===== src/rtl/i2c_master_bit_engine_assert.svh =====
// Assertion macros for the I2C master bit engine.
// Depends on nothing; included by the top level.
`ifndef I2C_MASTER_BIT_ENGINE_ASSERT_SVH
`define I2C_MASTER_BIT_ENGINE_ASSERT_SVH

// Check that cons holds in the same cycle as ante.
`define I2CM_ASSERT_NOW(label, clk, rst_n, ante, cons) \
    label: assert property (@(posedge clk) disable iff (!rst_n) (ante) |-> (cons)) \
        else $error("i2c master bit engine check failed");

// Check that cons holds in the cycle after ante.
`define I2CM_ASSERT_NEXT(label, clk, rst_n, ante, cons) \
    label: assert property (@(posedge clk) disable iff (!rst_n) (ante) |=> (cons)) \
        else $error("i2c master bit engine check failed");

`endif


===== src/rtl/i2cm_pkg.sv =====
// Shared types and constants of the I2C master bit engine.
// Depends on nothing; used by every module of the block.
package i2cm_pkg;

    localparam int unsigned CNT_W = 16;

    localparam logic [CNT_W-1:0] PHASE_TICKS_RST = 16'd10;
    localparam logic [CNT_W-1:0] ACK_TIMEOUT_RST = 16'd200;

    // Configuration register indexes
    localparam logic [1:0] REG_PHASE_TICKS = 2'd0;
    localparam logic [1:0] REG_ACK_TIMEOUT = 2'd1;

    // Command codes
    localparam logic [2:0] CMD_START    = 3'd0;
    localparam logic [2:0] CMD_STOP     = 3'd1;
    localparam logic [2:0] CMD_WRITE    = 3'd2;
    localparam logic [2:0] CMD_READ     = 3'd3;
    localparam logic [2:0] CMD_WAIT_ACK = 3'd4;

    // Ack status codes
    localparam logic [1:0] ACK_OK      = 2'd0;
    localparam logic [1:0] ACK_ERROR   = 2'd1;
    localparam logic [1:0] ACK_TIMEOUT = 2'd2;

    localparam logic [2:0] BIT_MSB = 3'd7;

    // Each non-idle state is a point where the bus program waits:
    // a delay phase, or the ack poll loop.
    typedef enum logic [4:0] {
        ST_IDLE,
        ST_STA_SETUP,
        ST_STA_HOLD,
        ST_STO_LOW,
        ST_STO_SCLHI,
        ST_STO_SDAHI,
        ST_WR_LOW,
        ST_WR_DATA,
        ST_WR_HIGH,
        ST_RD_LOW,
        ST_RD_HIGH,
        ST_RD_ACKLOW,
        ST_RD_ACK,
        ST_RD_NACK,
        ST_RD_NACKLOW,
        ST_AK_DLY,
        ST_AK_POLL,
        ST_AK_HIGH,
        ST_AK_LOW
    } state_t;

    typedef struct packed {
        logic [CNT_W-1:0] phase_ticks;
        logic [CNT_W-1:0] ack_timeout;
    } cfg_t;

    typedef struct packed {
        logic       cmd_valid;
        logic [2:0] command;
        logic [7:0] write_byte;
        logic       send_ack;
        logic       sda_in;
    } tick_t;

    typedef struct packed {
        logic       scl_out;
        logic       sda_out;
        logic       ready_res;
        logic       done_res;
        logic [7:0] read_data;
        logic [1:0] ack_status;
    } res_t;

endpackage


===== src/rtl/i2cm_bit_core.sv =====
// Tick-driven bus sequencer of the I2C master bit engine.
// Depends on i2cm_pkg.
module i2cm_bit_core
(
    input  logic             clk,
    input  logic             rst_n,
    input  logic             step,
    input  i2cm_pkg::tick_t  tick,
    input  i2cm_pkg::cfg_t   cfg,
    output i2cm_pkg::res_t   res
);

    i2cm_pkg::state_t state_reg, state_next;
    logic [2:0]                   bit_idx_reg, bit_idx_next;
    logic [7:0]                   shift_reg, shift_next;
    logic [i2cm_pkg::CNT_W-1:0]   phase_cnt_reg, phase_cnt_next;
    logic [i2cm_pkg::CNT_W-1:0]   poll_cnt_reg, poll_cnt_next;
    logic                         scl_reg, scl_next;
    logic                         sda_reg, sda_next;
    logic                         ack_flag_reg, ack_flag_next;
    logic [1:0]                   status_reg, status_next;
    logic [7:0]                   rdata_reg, rdata_next;

    logic [i2cm_pkg::CNT_W-1:0]   phase_lim;
    logic [i2cm_pkg::CNT_W-1:0]   poll_lim;
    logic [i2cm_pkg::CNT_W:0]     phase_inc;
    logic [i2cm_pkg::CNT_W:0]     poll_inc;
    logic                         delay_end;
    logic                         poll_limit;
    logic                         do_poll;
    logic                         cmd_known;
    logic                         done;

    // Zero in a timing register acts as one.
    assign phase_lim = (cfg.phase_ticks == '0) ? {{(i2cm_pkg::CNT_W-1){1'b0}}, 1'b1}
                                               : cfg.phase_ticks;
    assign poll_lim  = (cfg.ack_timeout == '0) ? {{(i2cm_pkg::CNT_W-1){1'b0}}, 1'b1}
                                               : cfg.ack_timeout;

    assign phase_inc  = {1'b0, phase_cnt_reg} + {{i2cm_pkg::CNT_W{1'b0}}, 1'b1};
    assign poll_inc   = {1'b0, poll_cnt_reg} + {{i2cm_pkg::CNT_W{1'b0}}, 1'b1};
    assign delay_end  = (phase_inc >= {1'b0, phase_lim});
    assign poll_limit = (poll_inc >= {1'b0, poll_lim});
    assign cmd_known  = (tick.command <= i2cm_pkg::CMD_WAIT_ACK);

    always_comb
    begin
        state_next     = state_reg;
        bit_idx_next   = bit_idx_reg;
        shift_next     = shift_reg;
        phase_cnt_next = phase_cnt_reg;
        poll_cnt_next  = poll_cnt_reg;
        scl_next       = scl_reg;
        sda_next       = sda_reg;
        ack_flag_next  = ack_flag_reg;
        status_next    = status_reg;
        rdata_next     = rdata_reg;
        done           = 1'b0;
        do_poll        = 1'b0;

        priority if (state_reg == i2cm_pkg::ST_IDLE)
        begin
            if (tick.cmd_valid && cmd_known)
            begin
                bit_idx_next   = i2cm_pkg::BIT_MSB;
                shift_next     = (tick.command == i2cm_pkg::CMD_WRITE) ? tick.write_byte : 8'd0;
                phase_cnt_next = '0;
                poll_cnt_next  = '0;
                ack_flag_next  = tick.send_ack;
                unique case (tick.command)
                    i2cm_pkg::CMD_START:
                    begin
                        sda_next   = 1'b1;
                        scl_next   = 1'b1;
                        state_next = i2cm_pkg::ST_STA_SETUP;
                    end
                    i2cm_pkg::CMD_STOP:
                    begin
                        scl_next   = 1'b0;
                        sda_next   = 1'b0;
                        state_next = i2cm_pkg::ST_STO_LOW;
                    end
                    i2cm_pkg::CMD_WRITE:
                    begin
                        scl_next   = 1'b0;
                        state_next = i2cm_pkg::ST_WR_LOW;
                    end
                    i2cm_pkg::CMD_READ:
                    begin
                        scl_next   = 1'b0;
                        state_next = i2cm_pkg::ST_RD_LOW;
                    end
                    default:
                    begin
                        state_next = i2cm_pkg::ST_AK_DLY;
                    end
                endcase
            end
        end
        else if (state_reg == i2cm_pkg::ST_AK_POLL)
        begin
            do_poll = 1'b1;
        end
        else if (!delay_end)
        begin
            phase_cnt_next = phase_inc[i2cm_pkg::CNT_W-1:0];
        end
        else
        begin
            phase_cnt_next = '0;
            unique case (state_reg)
                i2cm_pkg::ST_STA_SETUP:
                begin
                    sda_next   = 1'b0;
                    state_next = i2cm_pkg::ST_STA_HOLD;
                end
                i2cm_pkg::ST_STA_HOLD:
                begin
                    scl_next   = 1'b0;
                    done       = 1'b1;
                    state_next = i2cm_pkg::ST_IDLE;
                end
                i2cm_pkg::ST_STO_LOW:
                begin
                    scl_next   = 1'b1;
                    state_next = i2cm_pkg::ST_STO_SCLHI;
                end
                i2cm_pkg::ST_STO_SCLHI:
                begin
                    sda_next   = 1'b1;
                    state_next = i2cm_pkg::ST_STO_SDAHI;
                end
                i2cm_pkg::ST_STO_SDAHI:
                begin
                    done       = 1'b1;
                    state_next = i2cm_pkg::ST_IDLE;
                end
                i2cm_pkg::ST_WR_LOW:
                begin
                    sda_next   = shift_reg[bit_idx_reg];
                    state_next = i2cm_pkg::ST_WR_DATA;
                end
                i2cm_pkg::ST_WR_DATA:
                begin
                    scl_next   = 1'b1;
                    state_next = i2cm_pkg::ST_WR_HIGH;
                end
                i2cm_pkg::ST_WR_HIGH:
                begin
                    scl_next = 1'b0;
                    if (bit_idx_reg == 3'd0)
                    begin
                        // last bit out: release SDA for the ack slot
                        bit_idx_next = i2cm_pkg::BIT_MSB;
                        sda_next     = 1'b1;
                        done         = 1'b1;
                        state_next   = i2cm_pkg::ST_IDLE;
                    end
                    else
                    begin
                        bit_idx_next = bit_idx_reg - 3'd1;
                        state_next   = i2cm_pkg::ST_WR_LOW;
                    end
                end
                i2cm_pkg::ST_RD_LOW:
                begin
                    scl_next   = 1'b1;
                    state_next = i2cm_pkg::ST_RD_HIGH;
                end
                i2cm_pkg::ST_RD_HIGH:
                begin
                    shift_next[bit_idx_reg] = shift_reg[bit_idx_reg] | tick.sda_in;
                    scl_next = 1'b0;
                    if (bit_idx_reg == 3'd0)
                    begin
                        bit_idx_next = i2cm_pkg::BIT_MSB;
                        state_next   = i2cm_pkg::ST_RD_ACKLOW;
                    end
                    else
                    begin
                        bit_idx_next = bit_idx_reg - 3'd1;
                        state_next   = i2cm_pkg::ST_RD_LOW;
                    end
                end
                i2cm_pkg::ST_RD_ACKLOW:
                begin
                    scl_next = 1'b1;
                    if (ack_flag_reg)
                    begin
                        sda_next   = 1'b0;
                        state_next = i2cm_pkg::ST_RD_ACK;
                    end
                    else
                    begin
                        sda_next   = 1'b1;
                        state_next = i2cm_pkg::ST_RD_NACK;
                    end
                end
                i2cm_pkg::ST_RD_ACK:
                begin
                    scl_next   = 1'b0;
                    sda_next   = 1'b1;
                    rdata_next = shift_reg;
                    done       = 1'b1;
                    state_next = i2cm_pkg::ST_IDLE;
                end
                i2cm_pkg::ST_RD_NACK:
                begin
                    scl_next   = 1'b0;
                    state_next = i2cm_pkg::ST_RD_NACKLOW;
                end
                i2cm_pkg::ST_RD_NACKLOW:
                begin
                    rdata_next = shift_reg;
                    done       = 1'b1;
                    state_next = i2cm_pkg::ST_IDLE;
                end
                i2cm_pkg::ST_AK_DLY:
                begin
                    // first poll falls on the tick that ends the opening delay
                    do_poll = 1'b1;
                end
                i2cm_pkg::ST_AK_HIGH:
                begin
                    if (tick.sda_in)
                    begin
                        status_next = i2cm_pkg::ACK_ERROR;
                        done        = 1'b1;
                        state_next  = i2cm_pkg::ST_IDLE;
                    end
                    else
                    begin
                        scl_next   = 1'b0;
                        state_next = i2cm_pkg::ST_AK_LOW;
                    end
                end
                i2cm_pkg::ST_AK_LOW:
                begin
                    status_next = i2cm_pkg::ACK_OK;
                    done        = 1'b1;
                    state_next  = i2cm_pkg::ST_IDLE;
                end
                default:
                begin
                    state_next = state_reg;
                end
            endcase
        end

        // Ack poll: low SDA raises SCL for the recheck, high SDA counts a miss
        if (do_poll)
        begin
            if (!tick.sda_in)
            begin
                poll_cnt_next = '0;
                scl_next      = 1'b1;
                state_next    = i2cm_pkg::ST_AK_HIGH;
            end
            else
            begin
                poll_cnt_next = poll_inc[i2cm_pkg::CNT_W-1:0];
                if (poll_limit)
                begin
                    status_next = i2cm_pkg::ACK_TIMEOUT;
                    done        = 1'b1;
                    state_next  = i2cm_pkg::ST_IDLE;
                end
                else
                begin
                    state_next = i2cm_pkg::ST_AK_POLL;
                end
            end
        end
    end

    always_ff @(posedge clk or negedge rst_n)
    begin
        if (!rst_n)
        begin
            state_reg     <= i2cm_pkg::ST_IDLE;
            bit_idx_reg   <= i2cm_pkg::BIT_MSB;
            shift_reg     <= 8'd0;
            phase_cnt_reg <= '0;
            poll_cnt_reg  <= '0;
            scl_reg       <= 1'b1;
            sda_reg       <= 1'b1;
            ack_flag_reg  <= 1'b0;
            status_reg    <= i2cm_pkg::ACK_OK;
            rdata_reg     <= 8'd0;
        end
        else if (step)
        begin
            state_reg     <= state_next;
            bit_idx_reg   <= bit_idx_next;
            shift_reg     <= shift_next;
            phase_cnt_reg <= phase_cnt_next;
            poll_cnt_reg  <= poll_cnt_next;
            scl_reg       <= scl_next;
            sda_reg       <= sda_next;
            ack_flag_reg  <= ack_flag_next;
            status_reg    <= status_next;
            rdata_reg     <= rdata_next;
        end
    end

    assign res.scl_out    = scl_next;
    assign res.sda_out    = sda_next;
    assign res.ready_res  = (state_next == i2cm_pkg::ST_IDLE);
    assign res.done_res   = done;
    assign res.read_data  = rdata_next;
    assign res.ack_status = status_next;

endmodule


===== src/rtl/i2cm_out_skid.sv =====
// Output register with a skid stage for the engine's result stream.
// Depends on i2cm_pkg.
module i2cm_out_skid
(
    input  logic            clk,
    input  logic            rst_n,
    input  logic            in_valid,
    input  i2cm_pkg::res_t  in_res,
    output logic            in_ready,
    output logic            out_valid,
    input  logic            out_ready,
    output i2cm_pkg::res_t  out_res
);

    logic           out_valid_reg;
    logic           skid_valid_reg;
    i2cm_pkg::res_t out_res_reg;
    i2cm_pkg::res_t skid_res_reg;
    logic           out_free;

    assign out_free = !out_valid_reg || out_ready;

    always_ff @(posedge clk or negedge rst_n)
    begin
        if (!rst_n)
        begin
            out_valid_reg  <= 1'b0;
            skid_valid_reg <= 1'b0;
        end
        else if (out_free)
        begin
            if (skid_valid_reg)
            begin
                out_valid_reg  <= 1'b1;
                skid_valid_reg <= 1'b0;
            end
            else
            begin
                out_valid_reg <= in_valid;
            end
        end
        else if (in_valid)
        begin
            skid_valid_reg <= 1'b1;
        end
    end

    // Payload: refill from the skid first, else take the new result
    always_ff @(posedge clk)
    begin
        if (out_free)
        begin
            out_res_reg <= skid_valid_reg ? skid_res_reg : in_res;
        end
        else if (in_valid)
        begin
            skid_res_reg <= in_res;
        end
    end

    assign in_ready  = !skid_valid_reg;
    assign out_valid = out_valid_reg;
    assign out_res   = out_res_reg;

endmodule


===== src/rtl/i2c_master_bit_engine.sv =====
// I2C master bit engine: takes one timing tick per clock cycle on the slave
// stream and returns one line-level result per tick on the master stream.
// Every tick transfer is handled as it is accepted: the bus sequencer state
// is updated and the result is registered in the same clock edge, so the
// block sustains one tick per cycle as long as the master side keeps up;
// an output register plus a one-entry skid stage keep the input side open
// for one more transfer while a result is stalled. A tick may carry a command
// (start, stop, write byte, read byte with ack or nack, wait for ack); it is
// taken only when the engine is idle, codes above wait-ack are dropped.
// Each bus phase lasts phase_ticks ticks (register 0); an ack wait polls SDA
// once per tick for up to ack_timeout ticks (register 1) and reports 2 when
// the slave never pulls SDA low, 1 when SDA is high at the recheck, 0 on a
// clean ack. A register value of zero behaves as one. Write configuration
// only while the engine is idle. No clearing pass is needed after reset.
// Depends on i2cm_pkg, i2cm_bit_core, i2cm_out_skid and the assertion header.
`include "i2c_master_bit_engine_assert.svh"

module i2c_master_bit_engine
(
    input  logic        clk,
    input  logic        rst_n,

    // configuration write port
    input  logic        cfg_we,
    input  logic [1:0]  cfg_index,
    input  logic [15:0] cfg_data,

    // tick stream in
    input  logic        s_tvalid,
    output logic        s_tready,
    input  logic [15:0] s_tdata,   // write_byte[7:0], send_ack[8], sda_in[9], zero[15:10]
    input  logic [3:0]  s_tuser,   // cmd_valid[0], command[3:1]

    // result stream out
    output logic        m_tvalid,
    input  logic        m_tready,
    output logic [15:0] m_tdata    // scl_out[0], sda_out[1], ready_res[2], done_res[3],
                                   // read_data[11:4], ack_status[13:12], zero[15:14]
);

    logic [i2cm_pkg::CNT_W-1:0] phase_ticks_reg;
    logic [i2cm_pkg::CNT_W-1:0] ack_timeout_reg;
    i2cm_pkg::cfg_t  cfg;
    i2cm_pkg::tick_t tick;
    i2cm_pkg::res_t  res;
    i2cm_pkg::res_t  out_res;
    logic            step;

    // Configuration registers; an index past the list is dropped
    always_ff @(posedge clk or negedge rst_n)
    begin
        if (!rst_n)
        begin
            phase_ticks_reg <= i2cm_pkg::PHASE_TICKS_RST;
            ack_timeout_reg <= i2cm_pkg::ACK_TIMEOUT_RST;
        end
        else if (cfg_we)
        begin
            if (cfg_index == i2cm_pkg::REG_PHASE_TICKS)
            begin
                phase_ticks_reg <= cfg_data;
            end
            else if (cfg_index == i2cm_pkg::REG_ACK_TIMEOUT)
            begin
                ack_timeout_reg <= cfg_data;
            end
        end
    end

    assign cfg.phase_ticks = phase_ticks_reg;
    assign cfg.ack_timeout = ack_timeout_reg;

    // Unpack the tick transfer
    assign tick.cmd_valid  = s_tuser[0];
    assign tick.command    = s_tuser[3:1];
    assign tick.write_byte = s_tdata[7:0];
    assign tick.send_ack   = s_tdata[8];
    assign tick.sda_in     = s_tdata[9];

    // Advance the sequencer on every accepted tick
    assign step = s_tvalid && s_tready;

    i2cm_bit_core u_core
    (
        .clk   (clk),
        .rst_n (rst_n),
        .step  (step),
        .tick  (tick),
        .cfg   (cfg),
        .res   (res)
    );

    i2cm_out_skid u_skid
    (
        .clk       (clk),
        .rst_n     (rst_n),
        .in_valid  (step),
        .in_res    (res),
        .in_ready  (s_tready),
        .out_valid (m_tvalid),
        .out_ready (m_tready),
        .out_res   (out_res)
    );

    // Pack the result transfer
    assign m_tdata = {2'b00, out_res.ack_status, out_res.read_data, out_res.done_res,
                      out_res.ready_res, out_res.sda_out, out_res.scl_out};

    // A finished command always leaves the engine idle
    `I2CM_ASSERT_NOW(a_done_idle, clk, rst_n, step && res.done_res, res.ready_res)
    // A full skid stage means the output register is holding a result
    `I2CM_ASSERT_NOW(a_skid_out, clk, rst_n, !s_tready, m_tvalid)
    // A transfer taken while the output is stalled fills the skid stage
    `I2CM_ASSERT_NEXT(a_skid_fill, clk, rst_n, step && m_tvalid && !m_tready, !s_tready)
    // The ack status only ever holds one of its three codes
    `I2CM_ASSERT_NOW(a_status_code, clk, rst_n, step,
        (res.ack_status == i2cm_pkg::ACK_OK) || (res.ack_status == i2cm_pkg::ACK_ERROR) ||
        (res.ack_status == i2cm_pkg::ACK_TIMEOUT))

endmodule

===== config.mk =====
export PLATFORM = sky130hd
export DESIGN_NAME = i2c_master_bit_engine
export DESIGN_NICKNAME = d
export VERILOG_FILES = /design/src/rtl/i2cm_pkg.sv /design/src/rtl/i2cm_bit_core.sv /design/src/rtl/i2cm_out_skid.sv /design/src/rtl/i2c_master_bit_engine.sv
export VERILOG_INCLUDE_DIRS = /design/src /design/src/rtl
export SDC_FILE = /design/constraint.sdc
export NUM_CORES = 1
export LEC_CHECK = 0
export BUFFER_PORTS_ARGS = -buffer_cell sky130_fd_sc_hd__clkbuf_2
export CORE_UTILIZATION = 25
export CTS_BUF_LIST = sky130_fd_sc_hd__clkbuf_16
export DETAILED_ROUTE_END_ITERATION = 8
export PLACE_DENSITY = 0.5
export SKIP_CTS_REPAIR_TIMING = 1
export SLEW_MARGIN = 15
export SYNTH_ARGS = -nofsm -noshare
export SYNTH_HDL_FRONTEND = slang
export SYNTH_SLANG_ARGS = --single-unit

===== constraint.sdc =====
create_clock -name clk -period 6.7 [get_ports clk]
set_clock_uncertainty 0.1 [all_clocks]
set_input_delay 0.67 -clock clk [delete_from_list [all_inputs] [get_ports clk]]
set_output_delay 0.67 -clock clk [all_outputs]
set_load 0.01 [all_outputs]

; ---- Word-level counts from Yosys, hierarchy flattened
; Cells that the tools add are included.
[op_classes]
addsub = 3
magnitude_cmp = 5
n_eq_ne = 24
n_mux = 85
bitwise = 3
n_reduce_logical = 34
[op_table]
columns = cell, n
row1 = $mux 16, 9
row2 = $mux 8, 10
row3 = $pmux 5 s12, 1
row4 = $eq 5x4->1 const B, 8
row5 = $mux 5, 8
row6 = $add 16x1->17 const B, 2
row7 = $ge 17x16->1, 2
row8 = $logic_not 16->1, 2
row9 = $mux 1, 31
row10 = $mux 3, 7
row11 = $eq 5x3->1 const B, 4
row12 = $mux 2, 8
row13 = $pmux 4 s4, 1
row14 = $eq 5x5->1 const B, 3
row15 = $mux 14, 1
row16 = $reduce_and 3->1, 4
row17 = $reduce_bool 2->1, 6
row18 = $eq 5x2->1 const B, 2
row19 = $logic_not 5->1, 2
row20 = $reduce_and 5->1, 2
row21 = $reduce_or 5->1, 2
row22 = $bwmux 8, 1
row23 = $eq 3x2->1 const B, 2
row24 = $logic_not 3->1, 2
row25 = 25 further kinds, 34
[word_totals]
ff_bits = 123
output_inout_bits = 18
word_cells = 180

; ---- Longest topological paths before layout
[depth]
ltp_word = 10
ltp_mapped = 17

; ---- By module
; Synthesis repeated with hierarchy kept, for this count alone.
[hier_totals]
cells_unflattened = 704
area_unflattened_um2 = 7389.6
[by_module_without_submodules]
columns = module, instances, cells_each, area_each_um2, seq_area_each_um2
row1 = i2cm_bit_core, 1, 579, 5007.3, 1532.7
row2 = i2c_master_bit_engine, 1, 72, 1243.7, 807.0
row3 = i2cm_out_skid, 1, 53, 1138.6, 890.9

; ---- Least setup slack after synthesis
; Ideal clock, no wire load.
[synth_timing]
kind = reg2reg
start = reg u_core.phase_cnt_reg[0] in the netlist's numbering
end = reg u_skid.out_res_reg, in the netlist u_skid.out_res[4] (data pin)
t_arrival_ns = 3.164
path_slack_ns = 3.176
stages_incl_launch_ff = 16
period_less_slack_ns = 3.524
cell_sequence = dfrtp_1 > ha_1 > and4_1 > buf_4 > and3_1 > xor2_1 > ha_1 > a21oi_1 > o22ai_1 > o21ai_0 > nand4b_2 > and2_4 > buf_6 > nand3_4 > mux2_4 > mux2_2
[synth_rtl]
columns = item, line
row1 = "start, declared", i2cm_bit_core.sv:16  ; logic [i2cm_pkg::CNT_W-1:0] phase_cnt_reg, phase_cnt_next;
row2 = "start signal, assigned", i2cm_bit_core.sv:296  ; phase_cnt_reg <= phase_cnt_next;
row3 = "end signal, assigned", i2cm_out_skid.sv:53  ; out_res_reg <= skid_valid_reg ? skid_res_reg : in_res;
row4 = "end, declared", i2cm_out_skid.sv:17  ; i2cm_pkg::res_t out_res_reg;

; ---- Final worst setup path
[layout_timing]
start = reg u_core.phase_cnt_reg[0] in the netlist's numbering
end = reg u_skid.out_res_reg, in the netlist u_skid.out_res[11] (data pin)
[layout_between]
elab_chain_cells = 8
[layout_rtl]
columns = item, line
row1 = $add 16x1->17 (*), i2cm_bit_core.sv:40  ; assign phase_inc = {1'b0, phase_cnt_reg} + {{i2cm_pkg::CNT_W{1'b0}}, 1'b1};
row2 = $ge 17x16->1 (*), i2cm_bit_core.sv:42  ; assign delay_end = (phase_inc >= {1'b0, phase_lim});
row3 = $mux 5 or $mux 1 (tied branches), i2cm_bit_core.sv:104  ; else if (!delay_end)
row4 = $mux 5 or $mux 1 (tied branches), i2cm_bit_core.sv:100  ; else if (state_reg == i2cm_pkg::ST_AK_POLL)
row5 = $mux 5 or $mux 1 (tied branches), i2cm_bit_core.sv:61  ; priority if (state_reg == i2cm_pkg::ST_IDLE)
row6 = $mux 5 (*), i2cm_bit_core.sv:251  ; if (do_poll)
row7 = $logic_not 5->1 (*), i2cm_bit_core.sv:308  ; assign res.ready_res = (state_next == i2cm_pkg::ST_IDLE);
row8 = $mux 14 (*), i2cm_out_skid.sv:53
; Mark *: on every way between the ends. The rest lies on a longest branch, timed or not.
; A chain may end at the register's enable or synchronous reset.

==> run summary <==
GR Layer Usage met1 = 0.164
Final Wtd Congestion = 0.824
Library cell occupying the most area in the post-synthesis netlist = sky130_fd_sc_hd__dfrtp_1
Peak per-stage delay on the critical path = 0.47 ns
Wire length of the first global-routing pass = 28500 µm
Largest net degree at the start of global routing = 61
Vias in the first global route = 5381
Number of iterations in the first detailed-routing pass = 5
Status = completed
Top post-synthesis cells by area = sky130_fd_sc_hd__dfrtp_1 (29%), sky130_fd_sc_hd__edfxtp_1 (12%), sky130_fd_sc_hd__ha_1 (6.2%), sky130_fd_sc_hd__mux2_2 (5.6%), sky130_fd_sc_hd__nand2_1 (3.9%)
Number of antenna violations at the first check in global routing = 0
Max-capacitance violation count = 0
Commonest non-fill, non-tap cells in the layout = sky130_fd_sc_hd__dfrtp_1 (85), sky130_fd_sc_hd__nand2_1 (76), sky130_fd_sc_hd__clkbuf_2 (51)
Setup TNS = 0 ns
Clk pin slew, worst setup/hold paths = 0.06 ns
Cell family contributing the most delay on the critical path = compound AO/OA/AOI/OAI gates
Ant. Diodes = 0
Effective utilization at floorplan = 0.254
Die span in y = 173 µm
Final wirelength = 17100 µm
GRT Total Usage = 0.119
Clk_lat worst skew = 0.43 ns
Clock Tree Buf Depth = 2
Area of the die = 29800 µm²
Setup CP Type = reg2reg
Share of synthesized registers carrying an async set or reset = 0.772
Power density relative to cell area = 345 nW/µm²
Synthesis-stage register bit count = 123
Post-Synthesis Mean Instance Area = 9.92 µm²
Synth Instances = 735
Met2 Usage GRT = 0.187
Share of cells above drive strength 1 = 0.203
Buffers added on ports = 52
Distinct cell type count of the synthesized netlist = 70
Clock root cell = sky130_fd_sc_hd__clkbuf_16
Placed Cells = 1134
Count of endpoints failing hold in the final timing report = 0
Number of enable flip-flop cells after synthesis = 28
Clock tree from TritonCTS = built
Cell chain of the critical path = ha_1 -> and4_1 -> and3_1 -> xor2_1 -> ha_1 -> a21oi_1 -> o22ai_1 -> o21ai_0 -> nand4b_2 -> a21oi_2 -> o22ai_1 -> o32ai_1 -> o31ai_1
Total number of clock tree sinks = 123
Largest fanout on the critical path = 15
Time the worst path needs with I/O delays and setup = 4.29 ns
Crit path required time = 6.75 ns
Detailed placement HPWL = 12200 µm
Via Count = 5507
Count of final max-slew check failures = 0
Setup repair after global routing missed its margin = false
Area growth from synthesis to layout = 16.0%
Global route hottest layer = met2
Lkg Pwr = 3.77 nW
Critical path buffers and inverters = 0
Area of the core region = 28700 µm²
Most common library cell in the layout ignoring fill and taps = sky130_fd_sc_hd__dfrtp_1
Critical path startpoint category = flop
Headroom to the max-slew limit = 0.269
Worst Setup End Kind = flop
Maximum achievable frequency = 0.233 GHz
Share of the clock period used by the worst path = 0.641
Initial DRC count = 347
Top_reg_cell synth = sky130_fd_sc_hd__dfrtp_1
Share of the synthesized area in the top cell type = 0.292
Worst min-delay path category = in2async
WL/cell = 14.6 µm
Non-filler instance count after layout = 1166
Pre-CTS setup slack = 2.40 ns
Portion of the post-synthesis area used by sequential elements = 0.443
Critical Path Slowest Stage Cell = sky130_fd_sc_hd__a21oi_2
Met3 routing resource usage after global routing = 0.0248
Total clock buffers created by CTS = 17
Netlist area before placement = 7290 µm²
Worst IR drop on VDD = 0.000197 V
Congestion Overflow GR = 0
Data arrival time at the worst-slack endpoint = 4.34 ns
Die width = 173 µm
DR DRC count = 0
Final Net Count = 848
Vias per inst = 4.72
Transition time at the pin with the least slew margin = 1.09 ns
Total number of H-tree levels = 4
Total number of yosys warnings = 0
Worst setup margin = 2.41 ns
Final number of setup-violating endpoints = 0
Ports = 61
Count of standard-cell rows = 62
Number of antenna-violating nets in the routed design = 0
## path summary, 6_finish.rpt
path / startpoint / cells after the start / slack, ns / to
max: u_core.phase_cnt_reg[0]$_DFFE_PN0P_ / 13 / 2.41 / u_skid.out_res[11]$_DFFE_PN_
min: rst_n / 1 / 0.10 / u_core.rdata_reg[6]$_DFFE_PN0P_
max reg2reg: u_core.phase_cnt_reg[0]$_DFFE_PN0P_ / 13 / 2.41 / u_skid.out_res[11]$_DFFE_PN_
min reg2reg: u_core.sda_reg$_DFFE_PN1P_ / 2 / 0.40 / u_core.sda_reg$_DFFE_PN1P_
max in group asynchronous: rst_n / 2 / 5.20 / phase_ticks_reg[13]$_DFFE_PN0P_
min in group clk: cfg_data[10] / 3 / 0.37 / phase_ticks_reg[10]$_DFFE_PN0P_
## worst reg2reg max path: cells and delay by family, from the launching register on
| kind | cells | cell delay [ns] |
|---|---|---|
| AO/OA/AOI/OAI | 7 | 1.64 |
| XOR/XNOR | 1 | 0.25 |
| adder cells (fa/ha/maj) | 2 | 0.57 |
| flip-flops | 1 | 0.46 |
| AND/OR/NAND/NOR | 3 | 1.00 |
## Yosys cell counts (5+ instances only)
cell and instances:
sky130_fd_sc_hd__inv_1 43, sky130_fd_sc_hd__mux2i_1 6, sky130_fd_sc_hd__nand2_1 76, sky130_fd_sc_hd__a211oi_1 6
sky130_fd_sc_hd__xnor2_1 17, sky130_fd_sc_hd__nor4_1 9, sky130_fd_sc_hd__o21ai_1 13, sky130_fd_sc_hd__clkbuf_1 28
sky130_fd_sc_hd__edfxtp_1 28, sky130_fd_sc_hd__mux2_4 11, sky130_fd_sc_hd__nand4_1 13, sky130_fd_sc_hd__buf_4 5
sky130_fd_sc_hd__a31oi_1 13, sky130_fd_sc_hd__o21ai_0 39, sky130_fd_sc_hd__o22ai_1 7, sky130_fd_sc_hd__a21o_1 12
sky130_fd_sc_hd__xor2_1 13, sky130_fd_sc_hd__mux2_2 36, sky130_fd_sc_hd__nand2b_1 11, sky130_fd_sc_hd__ha_1 36
sky130_fd_sc_hd__nand3_1 21, sky130_fd_sc_hd__a22o_1 28, sky130_fd_sc_hd__nor2_1 37, sky130_fd_sc_hd__nor3_1 10
sky130_fd_sc_hd__dfstp_2 10, sky130_fd_sc_hd__and3_1 5, sky130_fd_sc_hd__a21oi_1 35, sky130_fd_sc_hd__dfrtp_1 85
## per-layer routing
| layer | wire [µm] | vias to the layer above |
|---|---|---|
| met3 | 493 | 15 |
| met4 | 214 | 0 |
| met1 | 8620 | 2648 |
| met2 | 7760 | 97 |
| met5 | 0 | - |
| li1 | - | 2747 |
## final cells by class
cell class,count,area [µm²]
fillers,3027,20200
multi-input cells,527,3710
flip-flops and latches,123,3230
well taps,384,480
clock buffers,17,425
repair buffers,56,293
inverters,44,165
clock inverters,15,156
## cell families after synthesis
kind of cell | count (synthesis) | synth area share
simple gates | 219 | 0.154
compound gates | 186 | 0.167
flops | 123 | 0.443
buf+inv | 86 | 0.0496
mux | 54 | 0.0880
fa+ha+maj | 36 | 0.0618
xor+xnor | 30 | 0.0360
other cells | 1 | 0.000514
## power by group
part	switching, mW	internal (mW)	leakage [nW]
clock network	0.394	0.524	0.284
registers	0.195	0.922	1.49
logic	0.525	0.362	2.00
## per-stage QoR
stage               cell area [µm²]   util  power (mW)  hold slack, ns
CTS                            8460  0.295        2.95           0.117
global route                   8460  0.295        3.13           0.125
finish                         8460  0.295        2.92           0.102
detailed placement             7880  0.274        2.02           0.394
global placement               7880  0.274        2.01           0.379
floorplan                      7290      -        1.77           0.274
Power figures use the tool's default switching activity.
